--- src/rtl/iena_pkg.sv ---
// Shared constants for the integer expression node ALU: field widths, operation and error codes.
package iena_pkg;

	// Widths of the transaction fields.
	localparam int FIELD_W = 64;
	localparam int KIND_W  = 3;
	localparam int ERR_W   = 2;

	// Default operand width used inside the datapath.
	localparam int DATA_WIDTH_DEF = 64;

	// Operation codes.
	localparam logic [KIND_W-1:0] KIND_ADD = 3'd0;
	localparam logic [KIND_W-1:0] KIND_SUB = 3'd1;
	localparam logic [KIND_W-1:0] KIND_MUL = 3'd2;
	localparam logic [KIND_W-1:0] KIND_DIV = 3'd3;
	localparam logic [KIND_W-1:0] KIND_REM = 3'd4;
	localparam logic [KIND_W-1:0] KIND_POW = 3'd5;

	// Error codes.
	localparam logic [ERR_W-1:0] ERR_NONE     = 2'd0;
	localparam logic [ERR_W-1:0] ERR_DIV_ZERO = 2'd1;
	localparam logic [ERR_W-1:0] ERR_ZERO_POW = 2'd2;
	localparam logic [ERR_W-1:0] ERR_NEG_EXP  = 2'd3;

endpackage

--- src/rtl/integer_expression_node_alu_core.sv ---
// Integer expression node ALU: add and subtract, and iterative multiply, divide, remainder and power.
//
// Usage: one input channel (in_valid/in_stall with kind, left_value, right_value) and one
// output channel (out_valid/out_stall with value, error). A transaction is accepted at a
// rising edge with valid high and stall low. Each input transaction yields exactly one
// output transaction. Only the low DATA_WIDTH bits of each operand are used, taken as two's
// complement, and value is sign-extended back to 64 bits; value is zero when error is set.
// How each operation is worked out (W = DATA_WIDTH):
//   add, subtract, unused codes and all error cases: result set at acceptance.
//   multiply: one pass of the shared multiplier over 16-bit digits.
//   divide and remainder: W restoring steps, one per cycle, then a sign fix.
//   power: one shared multiplier pass for each squaring and each accumulate, ending early
//   once the exponent runs out.
// One item is in work at a time; in_stall is high from acceptance until the result moves
// into the output register. The output register lets the next item be accepted while a
// result still waits. While out_stall is high, value and error hold and a finished result
// waits in its final state. Reset clears the sequencer and out_valid; no clearing pass.
module integer_expression_node_alu_core #(
	parameter int DATA_WIDTH = iena_pkg::DATA_WIDTH_DEF
) (
	input  logic                                    clk,
	input  logic                                    arst_n,
	input  logic                                    in_valid,
	output logic                                    in_stall,
	input  logic        [iena_pkg::KIND_W-1:0]      kind,
	input  logic signed [iena_pkg::FIELD_W-1:0]     left_value,
	input  logic signed [iena_pkg::FIELD_W-1:0]     right_value,
	output logic                                    out_valid,
	input  logic                                    out_stall,
	output logic signed [iena_pkg::FIELD_W-1:0]     value,
	output logic        [iena_pkg::ERR_W-1:0]       error
);

	localparam int W      = DATA_WIDTH;
	localparam int CHUNK  = (W < 16) ? W : 16;
	localparam int NCHUNK = (W + CHUNK - 1) / CHUNK;
	localparam int CW     = $clog2(W);

	// Sequencer states.
	localparam logic [2:0] ST_IDLE = 3'd0;
	localparam logic [2:0] ST_MUL  = 3'd1;
	localparam logic [2:0] ST_DIV  = 3'd2;
	localparam logic [2:0] ST_DSGN = 3'd3;
	localparam logic [2:0] ST_POW  = 3'd4;
	localparam logic [2:0] ST_FIN  = 3'd5;

	// Destinations of a multiplier pass.
	localparam logic [1:0] TGT_RES  = 2'd0;
	localparam logic [1:0] TGT_ACC  = 2'd1;
	localparam logic [1:0] TGT_BASE = 2'd2;

	logic [2:0]                  state_q;
	logic                        out_valid_q;
	logic [iena_pkg::KIND_W-1:0] kind_q;
	logic                        a_neg_q;
	logic                        b_neg_q;
	logic [W-1:0]                res_q;
	logic [iena_pkg::ERR_W-1:0]  err_q;
	logic [CW-1:0]               cnt_q;
	logic [W-1:0]                mul_a_q;
	logic [W-1:0]                mul_b_q;
	logic [W-1:0]                mul_acc_q;
	logic [1:0]                  mul_tgt_q;
	logic [W-1:0]                rem_q;
	logic [W-1:0]                quo_q;
	logic [W-1:0]                dvs_q;
	logic [W-1:0]                base_q;
	logic [W-1:0]                exp_q;
	logic [W-1:0]                pacc_q;
	logic signed [iena_pkg::FIELD_W-1:0] value_q;
	logic [iena_pkg::ERR_W-1:0]  error_q;

	logic                        in_acc;
	logic                        out_free;
	logic [W-1:0]                a_w;
	logic [W-1:0]                b_w;
	logic [W-1:0]                a_mag;
	logic [W-1:0]                b_mag;
	logic [W+CHUNK-1:0]          mul_prod;
	logic [W-1:0]                mul_sum;
	logic                        mul_last;
	logic [W:0]                  div_in;
	logic [W:0]                  div_trial;
	logic [W-1:0]                res_sext_src;

	assign in_stall  = (state_q != ST_IDLE);
	assign in_acc    = in_valid && !in_stall;
	assign out_free  = !out_valid_q || !out_stall;
	assign out_valid = out_valid_q;
	assign value     = value_q;
	assign error     = error_q;

	// Operand slices and magnitudes.
	assign a_w   = left_value[W-1:0];
	assign b_w   = right_value[W-1:0];
	assign a_mag = a_w[W-1] ? (W'(0) - a_w) : a_w;
	assign b_mag = b_w[W-1] ? (W'(0) - b_w) : b_w;

	// Shared multiplier: one digit of the multiplier operand per cycle (16 bits, or W if narrower).
	always_comb begin
		mul_prod = {{CHUNK{1'b0}}, mul_a_q} * {{W{1'b0}}, mul_b_q[CHUNK-1:0]};
		mul_sum  = mul_acc_q + mul_prod[W-1:0];
		mul_last = (cnt_q == CW'(NCHUNK - 1));
	end

	// One restoring division step.
	always_comb begin
		div_in    = {rem_q, quo_q[W-1]};
		div_trial = div_in - {1'b0, dvs_q};
	end

	assign res_sext_src = (err_q == iena_pkg::ERR_NONE) ? res_q : '0;

	// Sequencer and output valid.
	always_ff @(posedge clk or negedge arst_n) begin
		if (!arst_n) begin
			state_q     <= ST_IDLE;
			out_valid_q <= 1'b0;
		end else begin
			if (out_valid_q && !out_stall) begin
				out_valid_q <= 1'b0;
			end
			case (state_q)
				ST_IDLE: begin
					if (in_acc) begin
						case (kind)
							iena_pkg::KIND_MUL: state_q <= ST_MUL;
							iena_pkg::KIND_DIV,
							iena_pkg::KIND_REM: begin
								state_q <= (b_w == '0) ? ST_FIN : ST_DIV;
							end
							iena_pkg::KIND_POW: begin
								if ((a_w == '0 && b_w == '0) || b_w[W-1]) begin
									state_q <= ST_FIN;
								end else begin
									state_q <= ST_POW;
								end
							end
							default: state_q <= ST_FIN;
						endcase
					end
				end
				ST_MUL: begin
					if (mul_last) begin
						state_q <= (mul_tgt_q == TGT_RES) ? ST_FIN : ST_POW;
					end
				end
				ST_DIV: begin
					if (cnt_q == CW'(W - 1)) begin
						state_q <= ST_DSGN;
					end
				end
				ST_DSGN: state_q <= ST_FIN;
				ST_POW: begin
					state_q <= (exp_q == '0) ? ST_FIN : ST_MUL;
				end
				ST_FIN: begin
					if (out_free) begin
						out_valid_q <= 1'b1;
						state_q     <= ST_IDLE;
					end
				end
				default: state_q <= ST_IDLE;
			endcase
		end
	end

	// Datapath registers.
	always_ff @(posedge clk) begin
		case (state_q)
			ST_IDLE: begin
				if (in_acc) begin
					kind_q    <= kind;
					a_neg_q   <= a_w[W-1];
					b_neg_q   <= b_w[W-1];
					err_q     <= iena_pkg::ERR_NONE;
					res_q     <= '0;
					cnt_q     <= '0;
					mul_a_q   <= a_w;
					mul_b_q   <= b_w;
					mul_acc_q <= '0;
					mul_tgt_q <= TGT_RES;
					rem_q     <= '0;
					quo_q     <= a_mag;
					dvs_q     <= b_mag;
					base_q    <= a_w;
					exp_q     <= b_w;
					pacc_q    <= W'(1);
					case (kind)
						iena_pkg::KIND_ADD: res_q <= a_w + b_w;
						iena_pkg::KIND_SUB: res_q <= a_w - b_w;
						iena_pkg::KIND_DIV,
						iena_pkg::KIND_REM: begin
							if (b_w == '0) begin
								err_q <= iena_pkg::ERR_DIV_ZERO;
							end
						end
						iena_pkg::KIND_POW: begin
							if (a_w == '0 && b_w == '0) begin
								err_q <= iena_pkg::ERR_ZERO_POW;
							end else if (b_w[W-1]) begin
								err_q <= iena_pkg::ERR_NEG_EXP;
							end
						end
						default: res_q <= '0;
					endcase
				end
			end
			ST_MUL: begin
				mul_acc_q <= mul_sum;
				mul_a_q   <= mul_a_q << CHUNK;
				mul_b_q   <= mul_b_q >> CHUNK;
				cnt_q     <= cnt_q + CW'(1);
				if (mul_last) begin
					cnt_q <= '0;
					case (mul_tgt_q)
						TGT_ACC:  pacc_q <= mul_sum;
						TGT_BASE: base_q <= mul_sum;
						default:  res_q  <= mul_sum;
					endcase
				end
			end
			ST_DIV: begin
				cnt_q <= cnt_q + CW'(1);
				if (!div_trial[W]) begin
					rem_q <= div_trial[W-1:0];
					quo_q <= {quo_q[W-2:0], 1'b1};
				end else begin
					rem_q <= div_in[W-1:0];
					quo_q <= {quo_q[W-2:0], 1'b0};
				end
			end
			ST_DSGN: begin
				// Quotient truncates toward zero; remainder follows the dividend's sign.
				if (kind_q == iena_pkg::KIND_DIV) begin
					res_q <= (a_neg_q != b_neg_q) ? (W'(0) - quo_q) : quo_q;
				end else begin
					res_q <= a_neg_q ? (W'(0) - rem_q) : rem_q;
				end
			end
			ST_POW: begin
				// Finish once the exponent is spent; else either fold the base into the product or square the base.
				mul_acc_q <= '0;
				cnt_q     <= '0;
				if (exp_q == '0) begin
					res_q <= pacc_q;
				end else if (exp_q[0]) begin
					mul_a_q   <= pacc_q;
					mul_b_q   <= base_q;
					mul_tgt_q <= TGT_ACC;
					exp_q     <= {exp_q[W-1:1], 1'b0};
				end else begin
					mul_a_q   <= base_q;
					mul_b_q   <= base_q;
					mul_tgt_q <= TGT_BASE;
					exp_q     <= exp_q >> 1;
				end
			end
			ST_FIN: begin
				if (out_free) begin
					value_q <= iena_pkg::FIELD_W'(signed'(res_sext_src));
					error_q <= err_q;
				end
			end
			default: cnt_q <= '0;
		endcase
	end

`ifndef SYNTHESIS
	// A flagged error always comes with a zero value.
	assert property (@(posedge clk) disable iff (!arst_n)
		(out_valid && error != iena_pkg::ERR_NONE) |-> (value == '0))
		else $error("error result carries a nonzero value");

	// The block is busy in the cycle after it takes a transaction.
	assert property (@(posedge clk) disable iff (!arst_n)
		(in_valid && !in_stall) |=> in_stall)
		else $error("block not busy after accepting a transaction");

	// A new result appears only out of the final state.
	assert property (@(posedge clk) disable iff (!arst_n)
		$rose(out_valid) |-> ($past(state_q) == ST_FIN))
		else $error("result presented outside the final state");
`endif

endmodule
--- config.mk ---
export PLATFORM = sky130hd
export DESIGN_NAME = integer_expression_node_alu_core
export DESIGN_NICKNAME = d
export VERILOG_FILES = /design/src/rtl/iena_pkg.sv /design/src/rtl/integer_expression_node_alu_core.sv
export SDC_FILE = /design/constraint.sdc
export NUM_CORES = 2
export LEC_CHECK = 0
export BUFFER_PORTS_ARGS = -buffer_cell sky130_fd_sc_hd__buf_2
export CAP_MARGIN = 20
export CORE_ASPECT_RATIO = 0.9
export CORE_MARGIN = 2
export CORE_UTILIZATION = 35
export DETAILED_ROUTE_END_ITERATION = 8
export HOLD_SLACK_MARGIN = 0.1
export SLEW_MARGIN = 40
export SYNTH_ARGS = -nofsm -noshare
export SYNTH_HDL_FRONTEND = slang
export SYNTH_SLANG_ARGS = --single-unit
--- constraint.sdc ---
create_clock -name clk -period 16.8 [get_ports clk]
set_input_delay 0.84 -clock clk [delete_from_list [all_inputs] [get_ports clk]]
set_output_delay 0.84 -clock clk [all_outputs]
set_load 0.02 [all_outputs]
# ---- Yosys cells after proc, flatten, opt, wreduce, memory -nomap -nowiden
# Cells that the tools add are included.
dict set report totals {
  reg_bits 725
  latchBits 0
  ramBits 0
  romBits 0
  inputBits 135
  wordCells 154
  memories 0
}
dict set report op_classes {
  addsub 9
  multipliers 1
  n_div 0
  magnitude_cmp 0
  eq_ne 26
  n_shift 0
  muxes 59
  n_bitwise 1
  reduce_logical 36
}
# cell count
set ops {}
lappend ops {{$mux W64} 23}
lappend ops {{$pmux W64 S2} 6}
lappend ops {{$pmux W64 S3} 3}
lappend ops {{$pmux W64 S4} 1}
lappend ops {{$sub A1 B64 Y64 const A} 4}
lappend ops {{$logic_not A64 Y1} 3}
lappend ops {{$add A64 B64 Y64} 2}
lappend ops {{$sub A65 B64 Y65} 1}
lappend ops {{$mul A64 B16 Y64} 1}
lappend ops {{$sub A64 B64 Y64} 1}
lappend ops {{$mux W63} 1}
lappend ops {{$pmux W6 S4} 1}
lappend ops {{$mux W3} 6}
lappend ops {{$ne A2 B2 Y1 const B} 9}
lappend ops {{$pmux W3 S6} 1}
lappend ops {{$reduce_and A4 Y1} 4}
lappend ops {{$eq A3 B2 Y1 const B} 5}
lappend ops {{$eq A3 B3 Y1 const B} 4}
lappend ops {{$mux W6} 2}
lappend ops {{$mux W2} 5}
lappend ops {{$reduce_and A2 Y1} 5}
lappend ops {{$pmux W3 S3} 1}
lappend ops {{$pmux W2 S2} 2}
lappend ops {{$mux W1} 7}
lappend ops {{20 further kinds} 34}

# ---- Depth between registers and ports, before layout
dict set report logic_depth {
  ltp_word 7
  mapped_depth 28
}

# ---- Least setup slack after synthesis
# Ideal clock, no wire load.
dict set report synth_timing {
  path_type {register -> register}
  start {reg state_q[0]}
  end {reg res_q[0], enable pin}
  arrival_time_ns 11.320
  t_required_ns 15.973
  slack_ns 4.653
  path_stages_with_launch 7
  path_buffers 1
  period_less_slack_ns 12.147
  cell_sequence {dfrtp_1 > clkbuf_1 > nor4_1 > nand4_1 > nor4_1 > nand4_1 > a2111oi_0}
}
dict set report synth_between {
  elab_chain_len 5
  word_cells_on_any_way 13
  cone_classes {7 x eq/ne; 6 x reduce/logical}
}
# item line_no
set synth_rtl {}
lappend synth_rtl {{from (decl)} integer_expression_node_alu_core.sv:52} ;# logic [2:0] state_q;
lappend synth_rtl {{from (signal assigned)} integer_expression_node_alu_core.sv:130} ;# state_q <= (b_w == '0) ? ST_FIN : ST_DIV;
lappend synth_rtl {{from (signal assigned)} integer_expression_node_alu_core.sv:145} ;# state_q <= (mul_tgt_q == TGT_RES) ? ST_FIN : ST_POW;
lappend synth_rtl {{from (signal assigned)} integer_expression_node_alu_core.sv:155} ;# state_q <= (exp_q == '0) ? ST_FIN : ST_MUL;
lappend synth_rtl {{$reduce_bool A3 Y1} integer_expression_node_alu_core.sv:86} ;# assign in_stall = (state_q != ST_IDLE);
lappend synth_rtl {{$logic_not A1 Y1} integer_expression_node_alu_core.sv:87} ;# assign in_acc = in_valid && !in_stall;
lappend synth_rtl {{$logic_and A1 B1 Y1} integer_expression_node_alu_core.sv:87}
lappend synth_rtl {{$ne A2 B2 Y1 (no line)} --}
lappend synth_rtl {{$reduce_and A5 Y1 (no line) *} --}
lappend synth_rtl {{to (signal assigned)} integer_expression_node_alu_core.sv:190} ;# iena_pkg::KIND_ADD: res_q <= a_w + b_w;
lappend synth_rtl {{to (signal assigned)} integer_expression_node_alu_core.sv:191} ;# iena_pkg::KIND_SUB: res_q <= a_w - b_w;
lappend synth_rtl {{to (signal assigned)} integer_expression_node_alu_core.sv:219} ;# default: res_q <= mul_sum;
lappend synth_rtl {{to (decl)} integer_expression_node_alu_core.sv:57} ;# logic [W-1:0] res_q;
# Every way passes the cells marked *; elsewhere a longest branch is shown, timed or not.
# A chain may end at the register's enable or synchronous reset.

# ---- Worst setup path in the final report
dict set report layout_timing {
  start {reg mul_b_q[3]}
  end {reg res_q[59], data pin}
}
dict set report layout_between {
  elab_chain_len 5
}
# item line_no
set layout_rtl {}
lappend layout_rtl {{from (decl)} integer_expression_node_alu_core.sv:61} ;# logic [W-1:0] mul_b_q;
lappend layout_rtl {{from (signal assigned)} integer_expression_node_alu_core.sv:180} ;# mul_b_q <= b_w;
lappend layout_rtl {{from (signal assigned)} integer_expression_node_alu_core.sv:212} ;# mul_b_q <= mul_b_q >> CHUNK;
lappend layout_rtl {{from (signal assigned)} integer_expression_node_alu_core.sv:249} ;# mul_b_q <= base_q;
lappend layout_rtl {{$mul A64 B16 Y64} integer_expression_node_alu_core.sv:101} ;# mul_prod = {{CHUNK{1'b0}}, mul_a_q} * {{W{1'b0}}, mul_b_q[CHUNK-1:0]};
lappend layout_rtl {{$add A64 B64 Y64} integer_expression_node_alu_core.sv:102} ;# mul_sum = mul_acc_q + mul_prod[W-1:0];
lappend layout_rtl {{$mux W64} integer_expression_node_alu_core.sv:216} ;# case (mul_tgt_q)
lappend layout_rtl {{$mux W64} integer_expression_node_alu_core.sv:214} ;# if (mul_last) begin
lappend layout_rtl {{$pmux W64 S4} integer_expression_node_alu_core.sv:170} ;# case (state_q)
lappend layout_rtl {{to (signal assigned)} integer_expression_node_alu_core.sv:190}
lappend layout_rtl {{to (signal assigned)} integer_expression_node_alu_core.sv:219}
lappend layout_rtl {{to (signal assigned)} integer_expression_node_alu_core.sv:236} ;# res_q <= (a_neg_q != b_neg_q) ? (W'(0) - quo_q) : quo_q;
# Every way passes these cells. The select of a mux whose other input is x is not followed.

==> results by stage <==
Layout:
- Relative to the synthesized area, the layout overhead comes to 9.47%.
- Cells with a size suffix above 1 make up 6.37% of the layout.
- The layout has 20700 filler cells.
- The layout net count is 9082.
- The sequential cells in the finished layout cover a total of 21800 um^2.
- The area of combinational cells with multiple inputs is 45700 um^2.
- The area of all placed cells without fillers is 80300 um^2.
- For this run, the share of the core covered by cells in the final layout is 38.5%.
- The non-filler instance count after layout is 10700.

Logic synthesis:
- Yosys mapped a number of flops with a built-in enable equal to 721.
- For this run, the number of Yosys warnings is 0.
- When the netlist entered floorplanning its net count stood at 9138.
- The prevailing post-synth register cell is edfxtp_1.
- The netlist area before placement is 73300 um^2.
- The top-area cell type share of the netlist area is 29.5%.
- The most area-hungry cell type in the Yosys netlist is edfxtp_1.
- The average instance area after synthesis is 9.22 um^2.
- By instance count, the leading cell after synthesis is nand2_1.
- Synthesis produced a netlist whose cell count is 7952.
- By area the synthesized netlist is led by edfxtp_1 30%, fa_1 22%, nand2_1 7.0%, inv_1 6.0%, ha_1 4.0%.
- Of the synthesized area, sequential elements account for 29.7%.
- The async set or reset register ratio after synthesis is 0.552%.
- The synthesized design contains 725 register bits.
- In this run, distinct cell masters in the synthesized netlist total 86.
- After synthesis, the most frequently instantiated cells are 1376 x nand2_1, 1173 x inv_1, 816 x fa_1, 721 x edfxtp_1, 419 x clkbuf_1.

Timing:
- In the final timing run, aggregate negative setup slack is 0 ps.
- The number of endpoints failing setup at the final stage is 0.
- The final number of hold-violating endpoints is 0.
- The achievable frequency is 0.117 GHz.
- Between clock sinks in the finished design, the worst skew comes to 60.9 ps.
- After layout, the worst path uses 50.9% of the clock period.
- At the pin with the least slew margin, the transition time is 904 ps.
- Setup repair after global routing left no endpoint under its margin.
- Subtracting the final worst setup slack from the clock period gives 8560 ps.
- The final-report max-slew violation count is 0.
- The tightest slew margin relative to the limit is 39.8%.

Job:
- The reported max-cap violation count is 0.

Worst setup path:
- The cell with the largest stage delay on the worst path is buf_4.
- Along the worst path, the maximum fanout reaches 52.
- The category of the worst setup path capture point is a flop.
- The worst setup path is of the reg -> reg kind.
- The worst setup path is launched from a flop.
- The critical path buffer and inverter count is 5.
- The critical path data arrival time is 9010 ps.
- In this design, the stage delay of the slowest critical-path cell is 600 ps.
- Data on the critical path is required at its endpoint by 17250 ps.
- The most numerous cell type found on the critical path is fa_1.
- Traced cell by cell, the critical path runs through buf_4, nand2_1, fa_1, fa_1, fa_1, inv_1, fa_1, fa_1, inv_1, fa_1, inv_1, ha_1, nand2_1, o21ai_0, a41oi_1, a31oi_1, nor2_1, a2111oi_1, buf_4, o2111ai_1, a21oi_1, o21ba_2, mux2i_1, or4_1.
- The family of cells with the greatest summed delay on the critical path is adder cells.

GRT:
- The initial antenna violation count was 39.
- The global-route wire length before repair is 385000 um.
- The all-layer global routing usage is 24.0%.
- The aggregate global routing overflow is 0.
- The via count of the first global-routing pass was 58700.
- The pin count of the biggest net entering global routing is 131.

Die:
- The die extent in y is 438 um.
- The effective utilization at floorplan is 35.2%.
- The die covers 213000 um^2.
- The floorplan has 159 rows.
- The die is 486 um wide.
- Pin placement for this block handled 203 I/O pins.
- After floorplanning, the core was sized to cover 208000 um^2.

Min path:
- The path class of the lowest-slack min-delay path is in -> reg.

Clocking:
- In this run, CTS created clock tree buffers numbering 84.
- The clock sink count is 725.
- The TritonCTS clock tree is yes.
- The tree is rooted in a clkbuf_16.
- The post-CTS clock slew at the launch and capture registers of the worst setup and hold paths is 70 ps.
- CTS built an H-tree with a depth of 3.
- Clock latency on the worst-skew pair, taken at its later pin, is 750 ps.
- The number of buffers between clock root and the deepest sink is 3.
- The setup fix buffers added after clock tree synthesis is 0.

Placed design:
- Routability-driven placement finished with a final weighted congestion of 0.959.
- The placed instance count is 10500.
- The post-place instance area is 77100 um^2.
- Once detailed placement completed, the half-perimeter wirelength came to 200000 um.
- Input and output buffers added on the ports amount to 202.

Drt:
- After the first detailed-routing iteration, the DRC count stood at 7069.
- After detailed routing, the total wire length is 259000 um.
- Dividing the detail-routed wire length by the instance count gives 24.1 um.
- For this run, design rule violations remaining after detail routing come to 0.
- In the routed layout, each cell is associated on average with a via count of 5.50.
- The first-pass iteration count of the detailed router is 6.
- Detailed routing inserted a total of 59100 vias.
- The remaining antenna violation count after routing is 0.

Run status:
- The run finished with clean final reports.
-- worst paths after layout --
kind	slack, ps	cells after the start	start	end
max	8240	24	mul_b_q[3]	res_q[59]
min	470	3	out_stall	out_valid
max reg2reg	8240	24	mul_b_q[3]	res_q[59]
min reg2reg	520	1	res_q[4]	value[4]
max in group asynchronous	16180	2	arst_n	state_q[0]
min in group asynchronous	480	2	arst_n	state_q[2]
-- layout by cell type (no fill, tap or decap), types with 40 or more instances in the layout --
cell,count
nand2_1,1373
inv_1,1173
fa_1,816
edfxtp_1,721
o21ai_0,381
and2_1,351
a21oi_1,315
nor2_1,284
xor2_1,254
ha_1,235
xnor2_1,232
buf_2,202
a21o_1,119
nand2b_1,104
nand3_1,92
clkbuf_16,84
mux2i_1,83
o31ai_1,80
nor3_1,63
buf_4,60
a211oi_1,54
a22oi_1,53
a221o_1,51
or3_1,46
nor4_1,42
nand4_1,42
nor2b_1,40
-- layout make-up --
| cell class | count | share of cell area [%] |
|---|---|---|
| Antenna cell | 30 | 0.0935 |
| Clock buffer | 104 | 2.74 |
| Clock inverter | 49 | 0.797 |
| Inverter | 1173 | 5.49 |
| Multi-Input combinational cell | 5604 | 56.9 |
| Sequential cell | 725 | 27.1 |
| Tap cell | 2737 | 4.27 |
| Timing Repair Buffer | 308 | 2.58 |
-- stage by stage --
stage	hold WS (ps)	setup WS, ps
after global placement	505	8280
final	474	8240
after floorplan	427	4650
after detailed placement	504	8340
after CTS	433	8240
after global routing	479	7880
-- metal layers --
| layer | GRT usage [%] | wire length (um) | up-vias |
|---|---|---|---|
| met3 | 3.12 | 23000 | 400 |
| met4 | 10.6 | 10900 | 4 |
| li1 | - | - | 26000 |
| met5 | 0 | 25 | - |
| met2 | 36.8 | 115000 | 3046 |
| met1 | 33.8 | 110000 | 29600 |
-- cells by family (layout without fill, tap and decap cells) --
kind of cell	Yosys count	in the layout	synth area share (%)
other cells	0	30	0
compound gates	1378	1378	12.2
flops	725	725	29.7
simple gates	2599	2599	16.5
buf+inv	1623	1634	8.32
mux	86	86	1.18
fa+ha+maj	1051	1051	26.3
xor+xnor	490	490	5.85
-- worst min-delay path, stage by stage --
cell and delay (ps):
buf_2 110, nand2_1 100, nand2_1 80
-- repair_timing --
item,CTS,global route
hold buffers,1,0
hold endpoints to repair,4,0
resized for setup,0,0
Power is left out: the tool's default activity adds up to more than one toggle a clock period on the data nets, which glitch-free logic cannot reach.
